**src/design/srip_pkg.sv**
```systemverilog
package srip_pkg;

  // Default geometry
  localparam int DEF_NUM_SETS = 64;
  localparam int DEF_MAX_WAYS = 8;

  // Fixed field widths
  localparam int SET_NUM_W = 6;
  localparam int WAY_NUM_W = 3;
  localparam int CFG_W     = 4;
  localparam int CFG_IDX_W = 2;

  // Pseudo-random source
  localparam int             LFSR_W    = 16;
  localparam logic [LFSR_W-1:0] LFSR_SEED = 16'hACE1;
  localparam int             BIP_ODDS  = 64;
  localparam int             BIP_BITS  = $clog2(BIP_ODDS);

  // Configuration register indexes
  localparam logic [CFG_IDX_W-1:0] CFG_INSERT_MODE = 2'd0;
  localparam logic [CFG_IDX_W-1:0] CFG_VICTIM_MODE = 2'd1;
  localparam logic [CFG_IDX_W-1:0] CFG_WAYS_IN_USE = 2'd2;

  localparam logic [CFG_W-1:0] WAYS_RESET = 4'd8;

  typedef enum logic [1:0] {
    INS_MRU  = 2'd0,
    INS_LIP  = 2'd1,
    INS_BIP  = 2'd2,
    INS_FIFO = 2'd3
  } insert_mode_t;

  typedef enum logic {
    VIC_LRU    = 1'b0,
    VIC_RANDOM = 1'b1
  } victim_mode_t;

  // Work the back part carries out for one queued item.
  typedef enum logic [2:0] {
    OP_FRONT    = 3'd0,
    OP_TAIL     = 3'd1,
    OP_BIP      = 3'd2,
    OP_VIC_TAIL = 3'd3,
    OP_VIC_RAND = 3'd4
  } op_t;

  typedef struct packed {
    op_t                  op;
    logic [WAY_NUM_W-1:0] way;
  } bk_item_t;

  typedef enum logic [1:0] {
    BK_CLEAR,
    BK_IDLE,
    BK_EXEC,
    BK_DIV
  } back_state_t;

  // One step of the Fibonacci LFSR with taps 16, 14, 13, 11.
  function automatic logic [LFSR_W-1:0] lfsr_step(input logic [LFSR_W-1:0] s);
    logic fb;
    fb = s[0] ^ s[2] ^ s[3] ^ s[5];
    return {fb, s[LFSR_W-1:1]};
  endfunction

endpackage

```
**src/design/set_recency_insertion_policy.sv**
```systemverilog
// Channel  | Ports                                         | Transfer
// ---------+-----------------------------------------------+--------------------------------
// input    | in_command, in_set_index, in_way_number,      | start high and busy low at a
//          | in_first_fill                                 | rising edge
// result   | out_victim_way                                | out_valid high for one cycle
// config   | cfg_we, cfg_index, cfg_wdata                  | cfg_we high at a rising edge
//
// A commit or a tail-victim request does one row read and then one row write (or result) in
// the back part, on the single-port set memory. A random-victim request also waits for the
// bit-serial remainder unit that reduces the LFSR value by the number of ways. After reset
// the block runs a clearing pass that writes the identity order into every row; busy stays
// high during it. Busy also rises when the two-entry queue between the front and back parts
// is full. The receiver cannot stall.
module set_recency_insertion_policy import srip_pkg::*; #(
  parameter int NUM_SETS = DEF_NUM_SETS,
  parameter int MAX_WAYS = DEF_MAX_WAYS
) (
  input  logic                 clk,
  input  logic                 rst_n,
  input  logic                 start,
  output logic                 busy,
  input  logic                 in_command,
  input  logic [SET_NUM_W-1:0] in_set_index,
  input  logic [WAY_NUM_W-1:0] in_way_number,
  input  logic                 in_first_fill,
  output logic                 out_valid,
  output logic [WAY_NUM_W-1:0] out_victim_way,
  input  logic                 cfg_we,
  input  logic [CFG_IDX_W-1:0] cfg_index,
  input  logic [CFG_W-1:0]     cfg_wdata
);

  // Set memory address width; a single set still gets a one-bit address.
  localparam int SET_W     = (NUM_SETS > 1) ? $clog2(NUM_SETS) : 1;
  // Width that can hold a way count from 1 up to MAX_WAYS.
  localparam int WAY_CNT_W = $clog2(MAX_WAYS + 1);

  insert_mode_t         insert_mode_r;
  victim_mode_t         victim_mode_r;
  logic [CFG_W-1:0]     ways_in_use_r;
  logic [WAY_CNT_W-1:0] ways_eff;

  logic             clearing;
  logic             q_valid;
  logic             q_pop;
  bk_item_t         q_item;
  logic [SET_W-1:0] q_set;

  // Configuration registers. Writes to an unused index are dropped.
  always_ff @(posedge clk) begin
    if (!rst_n) begin
      insert_mode_r <= INS_MRU;
      victim_mode_r <= VIC_LRU;
      ways_in_use_r <= WAYS_RESET;
    end else if (cfg_we) begin
      unique case (cfg_index)
        CFG_INSERT_MODE: insert_mode_r <= insert_mode_t'(cfg_wdata[1:0]);
        CFG_VICTIM_MODE: victim_mode_r <= victim_mode_t'(cfg_wdata[0]);
        CFG_WAYS_IN_USE: ways_in_use_r <= cfg_wdata;
        default: begin
        end
      endcase
    end
  end

  // The number of ways in use saturates into 1..MAX_WAYS, so zero acts as one way.
  always_comb begin
    if (ways_in_use_r == '0) begin
      ways_eff = WAY_CNT_W'(1);
    end else if (32'(ways_in_use_r) > MAX_WAYS) begin
      ways_eff = WAY_CNT_W'(MAX_WAYS);
    end else begin
      ways_eff = WAY_CNT_W'(ways_in_use_r);
    end
  end

  // The front part takes commands, reduces the set index and decides what the
  // back part must do; FIFO-mode hits are dropped here since they change nothing.
  srip_front #(
    .NUM_SETS (NUM_SETS),
    .SET_W    (SET_W)
  ) u_front (
    .clk           (clk),
    .rst_n         (rst_n),
    .start         (start),
    .busy          (busy),
    .in_command    (in_command),
    .in_set_index  (in_set_index),
    .in_way_number (in_way_number),
    .in_first_fill (in_first_fill),
    .insert_mode   (insert_mode_r),
    .victim_mode   (victim_mode_r),
    .clearing      (clearing),
    .q_valid       (q_valid),
    .q_item        (q_item),
    .q_set         (q_set),
    .q_pop         (q_pop)
  );

  // The back part owns the recency rows and the LFSR, and works one item at a time,
  // so a row is always written back before the next item reads it.
  srip_back #(
    .NUM_SETS  (NUM_SETS),
    .MAX_WAYS  (MAX_WAYS),
    .SET_W     (SET_W),
    .WAY_CNT_W (WAY_CNT_W)
  ) u_back (
    .clk            (clk),
    .rst_n          (rst_n),
    .ways_eff       (ways_eff),
    .clearing       (clearing),
    .q_valid        (q_valid),
    .q_item         (q_item),
    .q_set          (q_set),
    .q_pop          (q_pop),
    .out_valid      (out_valid),
    .out_victim_way (out_victim_way)
  );

endmodule

```
**src/design/srip_rem.sv**
```systemverilog
module srip_rem import srip_pkg::*; #(
  parameter int DIV_W = 4
) (
  input  logic              clk,
  input  logic              rst_n,
  input  logic              start,
  input  logic [LFSR_W-1:0] dividend,
  input  logic [DIV_W-1:0]  divisor,
  output logic              done,
  output logic [DIV_W-1:0]  remainder
);

  localparam int CNT_W = $clog2(LFSR_W);

  logic              run_r, run_nxt;
  logic              done_r, done_nxt;
  logic [CNT_W-1:0]  cnt_r, cnt_nxt;
  logic [LFSR_W-1:0] dvd_r, dvd_nxt;
  logic [DIV_W-1:0]  rem_r, rem_nxt;
  logic [DIV_W:0]    trial;

  // Restoring remainder, one dividend bit per cycle.
  always_comb begin
    trial    = {rem_r, dvd_r[LFSR_W-1]};
    run_nxt  = run_r;
    done_nxt = 1'b0;
    cnt_nxt  = cnt_r;
    dvd_nxt  = dvd_r;
    rem_nxt  = rem_r;
    if (start) begin
      run_nxt = 1'b1;
      cnt_nxt = '0;
      dvd_nxt = dividend;
      rem_nxt = '0;
    end else if (run_r) begin
      dvd_nxt = {dvd_r[LFSR_W-2:0], 1'b0};
      cnt_nxt = cnt_r + CNT_W'(1);
      if (trial >= {1'b0, divisor}) begin
        rem_nxt = DIV_W'(trial - {1'b0, divisor});
      end else begin
        rem_nxt = DIV_W'(trial);
      end
      if (cnt_r == CNT_W'(LFSR_W - 1)) begin
        run_nxt  = 1'b0;
        done_nxt = 1'b1;
      end
    end
  end

  always_ff @(posedge clk) begin
    if (!rst_n) begin
      run_r  <= 1'b0;
      done_r <= 1'b0;
    end else begin
      run_r  <= run_nxt;
      done_r <= done_nxt;
    end
  end

  always_ff @(posedge clk) begin
    cnt_r <= cnt_nxt;
    dvd_r <= dvd_nxt;
    rem_r <= rem_nxt;
  end

  assign done      = done_r;
  assign remainder = rem_r;

endmodule

```
**src/design/srip_front.sv**
```systemverilog
module srip_front import srip_pkg::*; #(
  parameter int NUM_SETS = DEF_NUM_SETS,
  parameter int SET_W    = 6
) (
  input  logic                 clk,
  input  logic                 rst_n,
  input  logic                 start,
  output logic                 busy,
  input  logic                 in_command,
  input  logic [SET_NUM_W-1:0] in_set_index,
  input  logic [WAY_NUM_W-1:0] in_way_number,
  input  logic                 in_first_fill,
  input  insert_mode_t         insert_mode,
  input  victim_mode_t         victim_mode,
  input  logic                 clearing,
  output logic                 q_valid,
  output bk_item_t             q_item,
  output logic [SET_W-1:0]     q_set,
  input  logic                 q_pop
);

  localparam int QD    = 2;
  localparam int QPW   = $clog2(QD);
  localparam int QCW   = $clog2(QD + 1);

  logic             accept;
  logic             keep;
  bk_item_t         item;
  logic [SET_W-1:0] set_red;

  bk_item_t         q_item_r [QD];
  logic [SET_W-1:0] q_set_r  [QD];
  logic [QPW-1:0]   wr_ptr_r, rd_ptr_r;
  logic [QCW-1:0]   count_r, count_nxt;
  logic             push;

  // Reduce the set index into the number of sets.
  if (NUM_SETS >= (1 << SET_NUM_W)) begin : g_wide
    assign set_red = SET_W'(in_set_index);
  end else begin : g_reduce
    localparam int RSH   = 13;
    localparam int RECIP = ((1 << RSH) + NUM_SETS - 1) / NUM_SETS;
    localparam int PW    = SET_NUM_W + RSH + 1;
    logic [PW-1:0]          prod;
    logic [SET_NUM_W-1:0]   quot;
    logic [2*SET_NUM_W-1:0] qd;
    logic [SET_NUM_W-1:0]   rem;
    assign prod    = PW'(in_set_index) * PW'(RECIP);
    assign quot    = prod[RSH +: SET_NUM_W];
    assign qd      = (2*SET_NUM_W)'(quot) * (2*SET_NUM_W)'(NUM_SETS);
    assign rem     = in_set_index - qd[SET_NUM_W-1:0];
    assign set_red = SET_W'(rem);
  end

  // Classify the command against the current modes.
  always_comb begin
    keep     = 1'b1;
    item.way = in_way_number;
    item.op  = OP_FRONT;
    if (in_command) begin
      item.op = (victim_mode == VIC_RANDOM) ? OP_VIC_RAND : OP_VIC_TAIL;
    end else begin
      unique case (insert_mode)
        INS_MRU:  item.op = OP_FRONT;
        INS_LIP:  item.op = in_first_fill ? OP_TAIL : OP_FRONT;
        INS_BIP:  item.op = in_first_fill ? OP_BIP : OP_FRONT;
        INS_FIFO: keep    = in_first_fill;
      endcase
    end
  end

  assign busy    = (count_r == QCW'(QD)) || clearing;
  assign accept  = start && !busy;
  assign push    = accept && keep;
  assign q_valid = (count_r != '0);
  assign q_item  = q_item_r[rd_ptr_r];
  assign q_set   = q_set_r[rd_ptr_r];

  always_comb begin
    count_nxt = count_r;
    if (push && !q_pop) begin
      count_nxt = count_r + QCW'(1);
    end else if (!push && q_pop) begin
      count_nxt = count_r - QCW'(1);
    end
  end

  always_ff @(posedge clk) begin
    if (!rst_n) begin
      wr_ptr_r <= '0;
      rd_ptr_r <= '0;
      count_r  <= '0;
    end else begin
      count_r <= count_nxt;
      if (push) begin
        wr_ptr_r <= wr_ptr_r + QPW'(1);
      end
      if (q_pop) begin
        rd_ptr_r <= rd_ptr_r + QPW'(1);
      end
    end
  end

  always_ff @(posedge clk) begin
    if (push) begin
      q_item_r[wr_ptr_r] <= item;
      q_set_r[wr_ptr_r]  <= set_red;
    end
  end

endmodule

```
**src/design/srip_back.sv**
```systemverilog
module srip_back import srip_pkg::*; #(
  parameter int NUM_SETS  = DEF_NUM_SETS,
  parameter int MAX_WAYS  = DEF_MAX_WAYS,
  parameter int SET_W     = 6,
  parameter int WAY_CNT_W = 4
) (
  input  logic                 clk,
  input  logic                 rst_n,
  input  logic [WAY_CNT_W-1:0] ways_eff,
  output logic                 clearing,
  input  logic                 q_valid,
  input  bk_item_t             q_item,
  input  logic [SET_W-1:0]     q_set,
  output logic                 q_pop,
  output logic                 out_valid,
  output logic [WAY_NUM_W-1:0] out_victim_way
);

  localparam int WAY_W = $clog2(MAX_WAYS);
  localparam int ENT_W = (WAY_W > WAY_NUM_W) ? WAY_W : WAY_NUM_W;
  localparam int ROW_W = MAX_WAYS * ENT_W;

  back_state_t state_r, state_nxt;

  logic [ROW_W-1:0] mem [NUM_SETS];
  logic [ROW_W-1:0] rd_row_r;
  logic             mem_re, mem_we;
  logic [ROW_W-1:0] wdata;
  logic [SET_W-1:0] waddr;

  logic [SET_W-1:0]     clr_addr_r, clr_addr_nxt;
  logic [LFSR_W-1:0]    lfsr_r, lfsr_nxt;
  logic                 out_valid_r, out_valid_nxt;
  logic [WAY_NUM_W-1:0] out_way_r, out_way_nxt;

  op_t                  op_r;
  logic [WAY_NUM_W-1:0] way_r;
  logic [SET_W-1:0]     set_r;

  logic [ENT_W-1:0] cur      [MAX_WAYS];
  logic [ENT_W-1:0] front_v  [MAX_WAYS];
  logic [ENT_W-1:0] tail_v   [MAX_WAYS];
  logic [ROW_W-1:0] ident_row, front_row, tail_row;
  logic [MAX_WAYS-1:0] match;
  logic             found;
  logic [WAY_W-1:0] pos, last, fpos;
  logic [ENT_W-1:0] way_ext;

  logic                 div_start, div_done;
  logic [WAY_CNT_W-1:0] div_rem;
  logic [LFSR_W-1:0]    rem_ext;

  srip_rem #(
    .DIV_W (WAY_CNT_W)
  ) u_rem (
    .clk       (clk),
    .rst_n     (rst_n),
    .start     (div_start),
    .dividend  (lfsr_nxt),
    .divisor   (ways_eff),
    .done      (div_done),
    .remainder (div_rem)
  );

  assign rem_ext = LFSR_W'(div_rem);
  assign way_ext = ENT_W'(way_r);
  assign last    = WAY_W'(ways_eff - WAY_CNT_W'(1));

  // Locate the way among the live entries, then build both reorderings.
  always_comb begin
    for (int i = 0; i < MAX_WAYS; i++) begin
      cur[i]   = rd_row_r[i*ENT_W +: ENT_W];
      match[i] = (WAY_CNT_W'(i) < ways_eff) && (cur[i] == way_ext);
      ident_row[i*ENT_W +: ENT_W] = ENT_W'(i);
    end
    found = |match;
    pos   = last;
    for (int i = MAX_WAYS - 1; i >= 0; i--) begin
      if (match[i]) begin
        pos = WAY_W'(i);
      end
    end
    fpos = found ? pos : last;

    front_v[0] = way_ext;
    for (int i = 1; i < MAX_WAYS; i++) begin
      front_v[i] = (WAY_W'(i) <= fpos) ? cur[i-1] : cur[i];
    end

    for (int i = 0; i < MAX_WAYS - 1; i++) begin
      if (WAY_W'(i) < pos) begin
        tail_v[i] = cur[i];
      end else if (WAY_W'(i) < last) begin
        tail_v[i] = cur[i+1];
      end else if (WAY_W'(i) == last) begin
        tail_v[i] = way_ext;
      end else begin
        tail_v[i] = cur[i];
      end
    end
    tail_v[MAX_WAYS-1] = (WAY_W'(MAX_WAYS - 1) == last) ? way_ext : cur[MAX_WAYS-1];

    for (int i = 0; i < MAX_WAYS; i++) begin
      front_row[i*ENT_W +: ENT_W] = front_v[i];
      tail_row[i*ENT_W +: ENT_W]  = tail_v[i];
    end
  end

  always_comb begin
    state_nxt     = state_r;
    q_pop         = 1'b0;
    mem_re        = 1'b0;
    mem_we        = 1'b0;
    wdata         = front_row;
    waddr         = set_r;
    clr_addr_nxt  = clr_addr_r;
    lfsr_nxt      = lfsr_r;
    div_start     = 1'b0;
    out_valid_nxt = 1'b0;
    out_way_nxt   = out_way_r;
    unique case (state_r)
      BK_CLEAR: begin
        mem_we       = 1'b1;
        wdata        = ident_row;
        waddr        = clr_addr_r;
        clr_addr_nxt = clr_addr_r + SET_W'(1);
        if (clr_addr_r == SET_W'(NUM_SETS - 1)) begin
          state_nxt = BK_IDLE;
        end
      end
      BK_IDLE: begin
        if (q_valid) begin
          q_pop     = 1'b1;
          mem_re    = 1'b1;
          state_nxt = BK_EXEC;
        end
      end
      BK_EXEC: begin
        state_nxt = BK_IDLE;
        unique case (op_r)
          OP_FRONT: begin
            mem_we = 1'b1;
          end
          OP_TAIL: begin
            mem_we = 1'b1;
            wdata  = found ? tail_row : front_row;
          end
          OP_BIP: begin
            lfsr_nxt = lfsr_step(lfsr_r);
            mem_we   = 1'b1;
            if (found && (lfsr_nxt[BIP_BITS-1:0] != '0)) begin
              wdata = tail_row;
            end
          end
          OP_VIC_TAIL: begin
            out_valid_nxt = 1'b1;
            out_way_nxt   = cur[last][WAY_NUM_W-1:0];
          end
          OP_VIC_RAND: begin
            lfsr_nxt  = lfsr_step(lfsr_r);
            div_start = 1'b1;
            state_nxt = BK_DIV;
          end
          default: begin
          end
        endcase
      end
      BK_DIV: begin
        if (div_done) begin
          out_valid_nxt = 1'b1;
          out_way_nxt   = rem_ext[WAY_NUM_W-1:0];
          state_nxt     = BK_IDLE;
        end
      end
    endcase
  end

  always_ff @(posedge clk) begin
    if (!rst_n) begin
      state_r     <= BK_CLEAR;
      clr_addr_r  <= '0;
      lfsr_r      <= LFSR_SEED;
      out_valid_r <= 1'b0;
    end else begin
      state_r     <= state_nxt;
      clr_addr_r  <= clr_addr_nxt;
      lfsr_r      <= lfsr_nxt;
      out_valid_r <= out_valid_nxt;
    end
  end

  always_ff @(posedge clk) begin
    out_way_r <= out_way_nxt;
    if (q_pop) begin
      op_r  <= q_item.op;
      way_r <= q_item.way;
      set_r <= q_set;
    end
  end

  always_ff @(posedge clk) begin
    if (mem_we) begin
      mem[waddr] <= wdata;
    end
    if (mem_re) begin
      rd_row_r <= mem[q_set];
    end
  end

  assign clearing       = (state_r == BK_CLEAR);
  assign out_valid      = out_valid_r;
  assign out_victim_way = out_way_r;

`ifndef ASSERT_OFF
  a_one_result_per_item: assert property (@(posedge clk) disable iff (!rst_n)
    out_valid_r |=> !out_valid_r)
    else $error("two results in consecutive cycles");

  a_no_victim_write: assert property (@(posedge clk) disable iff (!rst_n)
    (mem_we && state_r != BK_CLEAR) |->
      (op_r == OP_FRONT || op_r == OP_TAIL || op_r == OP_BIP))
    else $error("row written by a victim request");

  a_div_done_in_wait: assert property (@(posedge clk) disable iff (!rst_n)
    div_done |-> state_r == BK_DIV)
    else $error("remainder finished outside its wait state");

  a_lfsr_nonzero: assert property (@(posedge clk) disable iff (!rst_n)
    lfsr_r != '0)
    else $error("LFSR reached the all-zero lockup state");

  a_no_pop_while_clearing: assert property (@(posedge clk) disable iff (!rst_n)
    clearing |-> !q_pop && !out_valid_r)
    else $error("item taken while rows are being initialized");
`endif

endmodule

```
**config.mk**
```make
export PLATFORM = sky130hd
export DESIGN_NAME = set_recency_insertion_policy
export DESIGN_NICKNAME = d
export VERILOG_FILES = /design/src/design/srip_pkg.sv /design/src/design/set_recency_insertion_policy.sv /design/src/design/srip_rem.sv /design/src/design/srip_front.sv /design/src/design/srip_back.sv
export SDC_FILE = /design/constraint.sdc
export NUM_CORES = 2
export LEC_CHECK = 0
export ABC_CLOCK_PERIOD_IN_PS = 16100
export BUFFER_PORTS_ARGS = -buffer_cell sky130_fd_sc_hd__buf_4
export CORE_MARGIN = 1.5
export CORE_UTILIZATION = 60
export CTS_BUF_LIST = sky130_fd_sc_hd__clkbuf_8
export DETAILED_ROUTE_END_ITERATION = 6
export HOLD_SLACK_MARGIN = 0.15
export PLACE_DENSITY_LB_ADDON = 0.2
export SLEW_MARGIN = 20
export SYNTH_ARGS = -nofsm -noshare
export SYNTH_HDL_FRONTEND = slang
export SYNTH_SLANG_ARGS = --single-unit
```
**constraint.sdc**
```tcl
create_clock -name clk -period 16.1 [get_ports clk]
set_input_delay 3.22 -clock clk [delete_from_list [all_inputs] [get_ports clk]]
set_output_delay 3.22 -clock clk [all_outputs]
set_load 0.02 [all_outputs]
```
# Yosys cells after proc, flatten, opt, wreduce, memory -nomap -nowiden
# Memory sizes are Yosys's and may differ from the RTL's. A register that Yosys moved wholly into a read port is not among the register bits.
# Cells that the tools add are included.
dict set report classes {
  addsub 8
  magnitude_cmp 32
  eq_ne 34
  muxes 89
  bitwise 6
  n_reduce_logical 36
}
# op count
set op_table {}
lappend op_table {{$mux 3} 44}
lappend op_table {{$pmux 24 s2} 2}
lappend op_table {{$mux 16} 4}
lappend op_table {{$mux 24} 2}
lappend op_table {{$eq 3x3->1} 8}
lappend op_table {{$mux 1} 20}
lappend op_table {{$lt 3x3->1 const A} 6}
lappend op_table {{$lt 3x4->1 const A} 4}
lappend op_table {{$mux 2} 7}
lappend op_table {{$logic_and 1x1->1} 13}
lappend op_table {{$eq 2x2->1 const B} 6}
lappend op_table {{$eq 3x3->1 const A} 4}
lappend op_table {{$le 3x3->1 const A} 4}
lappend op_table {{$lt 1x3->1 const A} 4}
lappend op_table {{$lt 2x3->1 const A} 4}
lappend op_table {{$mux 4} 3}
lappend op_table {{$pmux 3 s2} 2}
lappend op_table {{$bmux 3 s3} 1}
lappend op_table {{$lt 1x4->1 const A} 2}
lappend op_table {{$lt 2x4->1 const A} 2}
lappend op_table {{$pmux 2 s4} 1}
lappend op_table {{$reduce_bool 2->1} 4}
lappend op_table {{$reduce_or 8->1} 1}
lappend op_table {{$add 6x1->6 const B} 1}
lappend op_table {{36 further kinds} 56}
dict set report totals {
  register_bits 71
  ramBits 1560
  in_bits 21
  output_inout_bits 5
  elab_cells 225
  mem_count 3
}
# name words width read_ports rd_ports_with_merged_regs wr line
set mem_list {}
lappend mem_list {u_back.mem 64 24 1 1 1 srip_back.sv:25} ;# logic [ROW_W-1:0] mem [NUM_SETS];
lappend mem_list {u_front.q_item_r 2 6 1 1 1 srip_front.sv:31} ;# bk_item_t q_item_r [QD];
lappend mem_list {u_front.q_set_r 2 6 1 1 1 srip_front.sv:32} ;# logic [SET_W-1:0] q_set_r [QD];

# Depth between registers and ports, before layout
dict set report logic_depth {
  ltp_word 19
  ltp_mapped 14
  mapped_depth_nobuf 11
}

# Cells and area by module
# Synthesis repeated with hierarchy kept, for this count alone.
dict set report unflattened {
  hier_cells 2927
  area_unflattened_um2 65679.2
}
# mod n_inst cells_per_inst area_per_inst_um2 seq_area_each_um2
set modules_own_cells {}
lappend modules_own_cells {srip_back 1 2716 62884.1 47795.8}
lappend modules_own_cells {srip_rem 1 101 1270.0 680.7}
lappend modules_own_cells {srip_front 1 75 1193.6 820.8}
lappend modules_own_cells {set_recency_insertion_policy 1 35 331.6 140.1}

# Least setup slack after synthesis
# Ideal clock, no wire load.
dict set report synth_timing {
  path_kind {flip-flop to flip-flop}
  startpoint {register ways_in_use_r[2]}
  endpoint {memory u_back.mem[0][18] (netlist name), data pin}
  setup_ns 0.729
  arrival_time_ns 5.653
  t_required_ns 15.371
  setup_slack_ns 9.719
  stages_incl_launch_ff 14
  path_buffers 2
  synth_period_minus_slack_ns 6.381
  cell_sequence {dfxtp_1 -> nor2_1 -> o21a_1 -> clkbuf_1 -> inv_1 -> buf_1 -> ha_1 -> inv_1 -> o2111ai_1 -> and4_1 -> o211ai_4 -> nor2_1 -> nor3_1 -> o32ai_1}
}
dict set report synth_via {
  elab_chain_cells 19
  word_cells_on_any_way 44
  cone_classes {1 x add/sub; 12 x order compare; 1 x eq/ne; 19 x mux; 11 x reduce/logical}
}
# element line
set synth_rtl {}
lappend synth_rtl {{from (decl)} set_recency_insertion_policy.sv:40} ;# logic [CFG_W-1:0] ways_in_use_r;
lappend synth_rtl {{from (signal assigned)} set_recency_insertion_policy.sv:59} ;# CFG_WAYS_IN_USE: ways_in_use_r <= cfg_wdata;
lappend synth_rtl {{$gt 4x4->1} set_recency_insertion_policy.sv:70} ;# end else if (32'(ways_in_use_r) > MAX_WAYS) begin
lappend synth_rtl {{$mux 4} set_recency_insertion_policy.sv:70}
lappend synth_rtl {{$mux 4 *} set_recency_insertion_policy.sv:68} ;# if (ways_in_use_r == '0) begin
lappend synth_rtl {{$lt 3x4->1} srip_back.sv:73} ;# match[i] = (WAY_CNT_W'(i) < ways_eff) && (cur[i] == way_ext);
lappend synth_rtl {{$logic_and 1x1->1} srip_back.sv:73}
lappend synth_rtl {{$mux 3 (8 in a row)} srip_back.sv:79} ;# if (match[i]) begin
lappend synth_rtl {{$mux 3} srip_back.sv:83} ;# fpos = found ? pos : last;
lappend synth_rtl {{$le 3x3->1} srip_back.sv:87} ;# front_v[i] = (WAY_W'(i) <= fpos) ? cur[i-1] : cur[i];
lappend synth_rtl {{$mux 3} srip_back.sv:87}
lappend synth_rtl {{$mux 24 (on tied branches)} {srip_back.sv:151, srip_back.sv:146}}
lappend synth_rtl {{$pmux 24 s2} srip_back.sv:140} ;# unique case (op_r)
lappend synth_rtl {{$pmux 24 s2 *} srip_back.sv:121} ;# unique case (state_r)
lappend synth_rtl {{net u_back.wdata[18]} srip_back.sv:28} ;# logic [ROW_W-1:0] wdata;
lappend synth_rtl {{to (decl)} srip_back.sv:25}
# Mark *: on every way through the listed nets, which the timed path passes. The rest lies on a longest branch.

# Worst setup path in the final report
dict set report layout_timing {
  startpoint {register ways_in_use_r[2]}
  endpoint {memory u_back.mem[30][12] (netlist name), data pin}
}
# Same word-level chain as after synthesis.

==> results.yml <==
grt:
  grt_pass1_vias: 41900
  top_usage_layer: "met2"
  grt_max_degree: 180
  grtUsageMet3: 0.0684
  grt_pass1_wl_mm: 270
  met2_usage: 0.465
  grt_use_met1: 0.464
  antenna_found_initial: 8
  track_usage: 0.316
  grt_overflow: 0
cts:
  h-tree-depth: 5
  post_cts_buffers: 0
  cts_sinks: 1662
  cts-hold-fix-buffers: 0
  cts_buffers: 282
  clockRootBuffer: "clkbuf_8"
  cts_tree: "done"
  clk_latency_ns: 0.94
  cts_resized: 0
  path_clk_slew_ns: 0.06
  clk_path_buf_depth: 4
worst_setup_path:
  start_kind: "flop"
  cp.arrival_ns: 6.36
  end_kind: "flop"
  crit_family: "compound AO/OA/AOI/OAI gates"
  cp_slowest_cell: "o22ai_4"
  crit_type: "flop to flop"
  slowest_delay_ns: 1.09
  worstPathCellList: "nor2_1 > o21a_1 > inv_1 > ha_1 > inv_1 > o2111ai_1 > nand4_1 > o31a_1 > o21ai_2 > buf_4 > nand2_1 > o22ai_4 > buf_4"
  critPathBufInv: 4
  path_max_fanout: 33
  required_ns: 16.77
power:
  p_switching_uw: 1650
  pwr-share-clk: 0.408
  p_int_uw: 6410
  p_total_uw: 8050
  power.density_mw_per_mm2: 107
  combPwrFrac: 0.008
  sw_frac_of_total: 0.205
  power_leakage_uw: 0.0273
  peakVddDrop_mv: 0.0770
  seqPwrFrac: 0.584
layout:
  fillCellCount: 7840
  final_nets: 5257
  drive_gt1_frac: 0.122
  final_cells: 6908
  syn_to_final_growth_pct: 10.6
sta:
  skew_ns: 0.0681
  final_max_slew_viol_count: 0
  worst_slew_pin_slew_ns: 1.34
  fmax_ghz: 0.176
  hold_viol: 0
  layout_min_cycle_time_ns: 5.69
  fin_crit_sh: 0.354
  rsz0062_at_grt: "false"
  fin_setup_tns_ns: 0
  setup-violations-final: 0
  max_slew_margin: 0.0976
logic_synthesis:
  synth_compound_area_frac: 0.0589
  synthesis.area_mm2: 0.0681
  yosysSeqAreaShare: 0.726
  synthAdderAreaFrac: 0.00397
  synth_ff_type: "edfxtp_1"
  muxShareOfSynthArea: 0.0347
  synth.ff_latch_count: 1662
  yosys_warnings: 0
  syn-num-nets: 5146
  async_reset_ff_frac: 0
  synth_top_family_by_area: "simple AND/OR/NAND/NOR gates"
  synth-simple-area-share: 0.148
  yosysUniqueCellTypes: 78
  syn_area_per_cell_um2: 13.3
  synthCells: 5104
  synth-xor-area-share: 0.00526
  synth_edf_count: 1615
floorplan:
  die_w_um: 340
  rows: 123
  die_h_um: 340
  io_pins: 26
  start_util: 0.605
  core_area_mm2: 0.112
  dieArea_mm2: 0.115
min_path:
  hp-class: "flop to flop"
status:
  violations: "antenna rules, DRC"
  status: "finished, violations left"
route:
  drcViolationCount: 1
  drt_iter0_markers: 6451
  wl_per_cell_um: 26.7
  vias: 44500
  routed_wl_mm: 184
  drt_first_pass_iters: 7
  viasPerCell: 6.45
  detail-route-antenna-nets: 1
placed_design:
  dp.cells: 6431
  gp_congestion: 0.912
  dp_hpwl_mm: 99.6
  io_buffer_count: 25
run:
  drv_cap: 0
layout make-up:
class	instances	area (um^2)	share of cell area
flip-flops and latches	1662	49400	0.657
multi-input cells	3070	17700	0.234
clock buffers	290	3990	0.0530
well taps	1500	1880	0.0249
repair buffers	173	1380	0.0183
clock inverters	180	806	0.0107
inverters	26	115	0.00153
diodes	7	17.5	0.000233
worst paths after layout:
check	from	endpoint	slack [ns]	depth (start not counted)
setup / recovery	ways_in_use_r[2]	u_back.mem[30][12]	10.41	13
hold / removal	u_back.lfsr_r[15]	u_back.lfsr_r[14]	0.48	2
setup reg to reg	ways_in_use_r[2]	u_back.mem[30][12]	10.41	13
hold reg to reg	u_back.lfsr_r[15]	u_back.lfsr_r[14]	0.48	2
Yosys cell counts, types with 4 or more instances:
cell / count / share of area
a21oi_1: 22 / 0.0016
xnor2_1: 28 / 0.0036
o41ai_1: 24 / 0.0031
buf_4: 18 / 0.0020
nand2_1: 1455 / 0.080
nand2b_1: 9 / 0.00083
a311oi_1: 288 / 0.037
or3_1: 27 / 0.0025
and3_1: 174 / 0.016
and2_1: 14 / 0.0013
nand4_1: 6 / 0.00055
a21o_1: 4 / 0.00044
o21ai_0: 31 / 0.0023
nor2b_1: 18 / 0.0017
buf_1: 54 / 0.0030
clkbuf_1: 198 / 0.011
mux2i_1: 144 / 0.021
a31oi_1: 7 / 0.00064
a22oi_1: 5 / 0.00055
o22ai_1: 7 / 0.00064
inv_1: 22 / 0.0012
a32oi_1: 4 / 0.00051
nor2_1: 106 / 0.0058
o32ai_1: 4 / 0.00051
o2111ai_1: 4 / 0.00051
xor2_1: 11 / 0.0014
ha_1: 20 / 0.0037
o311ai_1: 24 / 0.0031
mux2_2: 26 / 0.0043
nor3_1: 33 / 0.0024
nor4_1: 4 / 0.00037
a21boi_0: 15 / 0.0017
edfxtp_1: 1615 / 0.71
o221ai_1: 6 / 0.00077
nand3b_1: 5 / 0.00055
buf_2: 72 / 0.0053
dfxtp_1: 47 / 0.014
mux4_2: 26 / 0.0086
nand3_1: 461 / 0.034
logic make-up (layout without fill, tap and decap cells):
kind of cell	Yosys count	after routing
and+or+nand+nor	2326	2326
DFF	1662	1662
AOI/OAI and AO/OA	485	485
buffers and inverters	372	669
muxes	198	198
xor gates and xnor gates	40	40
adders and majority gates	21	21
other	0	7
power groups by stage:
stage	sequential, uW	clock (uW)	combinational [uW]
3_5_place_dp	4790	0	65.8
3_3_place_gp	4790	0	65.2
5_1_grt	4700	3510	71.3
4_1_cts	4700	3320	66.1
2_1_floorplan	4790	0	37.0
6_report	4700	3280	67.3
routing by layer:
metal / wire length, um / part of all wire
met3: 22400 / 0.12
met1: 72600 / 0.39
met2: 82300 / 0.45
met4: 7100 / 0.038
met5: 32 / 0.00017
cells in the final DEF, fill, tap and decap left out, types with 9 or more instances in the layout:
cell type and count:
mux4_2 26, nor3_1 33, inv_1 117, ha_1 20, or3_1 27, edfxtp_1 1615
clkinv_2 11, xnor2_1 28, nand2_1 1455, nand2b_1 9, nor2b_1 17, o41ai_1 19
clkinvlp_4 11, mux2i_1 141, clkbuf_8 290, xor2_1 11, and2_1 14, a311oi_1 285
and3_1 174, nor2_1 41, nor2_2 64, o311ai_1 24, nand3_1 461, o21ai_0 26
dfxtp_1 47, a21oi_1 22, a21boi_0 15, mux2_2 26, clkinv_1 59, buf_4 167
stage by stage:
| stage | worst slack, ns | util | instance area [um^2] | hold slack (ns) |
|---|---|---|---|---|
| 3_5_place_dp | 10.53 | 0.626 | 70500 | 0.478 |
| 3_3_place_gp | 10.65 | 0.626 | 70400 | 0.471 |
| 4_1_cts | 10.51 | 0.669 | 75300 | 0.486 |
| 2_1_floorplan | 9.72 | - | 68100 | 0.451 |
| 6_report | 10.41 | 0.669 | 75300 | 0.484 |
| 5_1_grt | 10.07 | 0.669 | 75300 | 0.519 |
registers in the layout, indices dropped and copies added, names as in the netlist, 6 cells and up, named ones only:
| register | cells |
|---|---|
| u_back.u_rem.dvd_r | 16 |
| u_front.q_set_r | 12 |
| u_front.q_item_r | 12 |
| u_back.mem | 1536 |
| u_back.rd_row_r | 24 |
| u_back.lfsr_r | 16 |
| u_back.clr_addr_r | 6 |
| u_back.set_r | 6 |
worst register-to-register path: stages, from the launching register on:
cell       delay, ns
dfxtp_1         0.46
nor2_1          0.07
o21a_1          0.33
inv_1           0.48
ha_1            0.34
inv_1           0.09
o2111ai_1       0.33
nand4_1         0.23
o31a_1          0.41
o21ai_2         0.09
buf_4           0.30
nand2_1         0.68
o22ai_4         1.10
buf_4           0.52
Power figures use the tool's default switching activity.
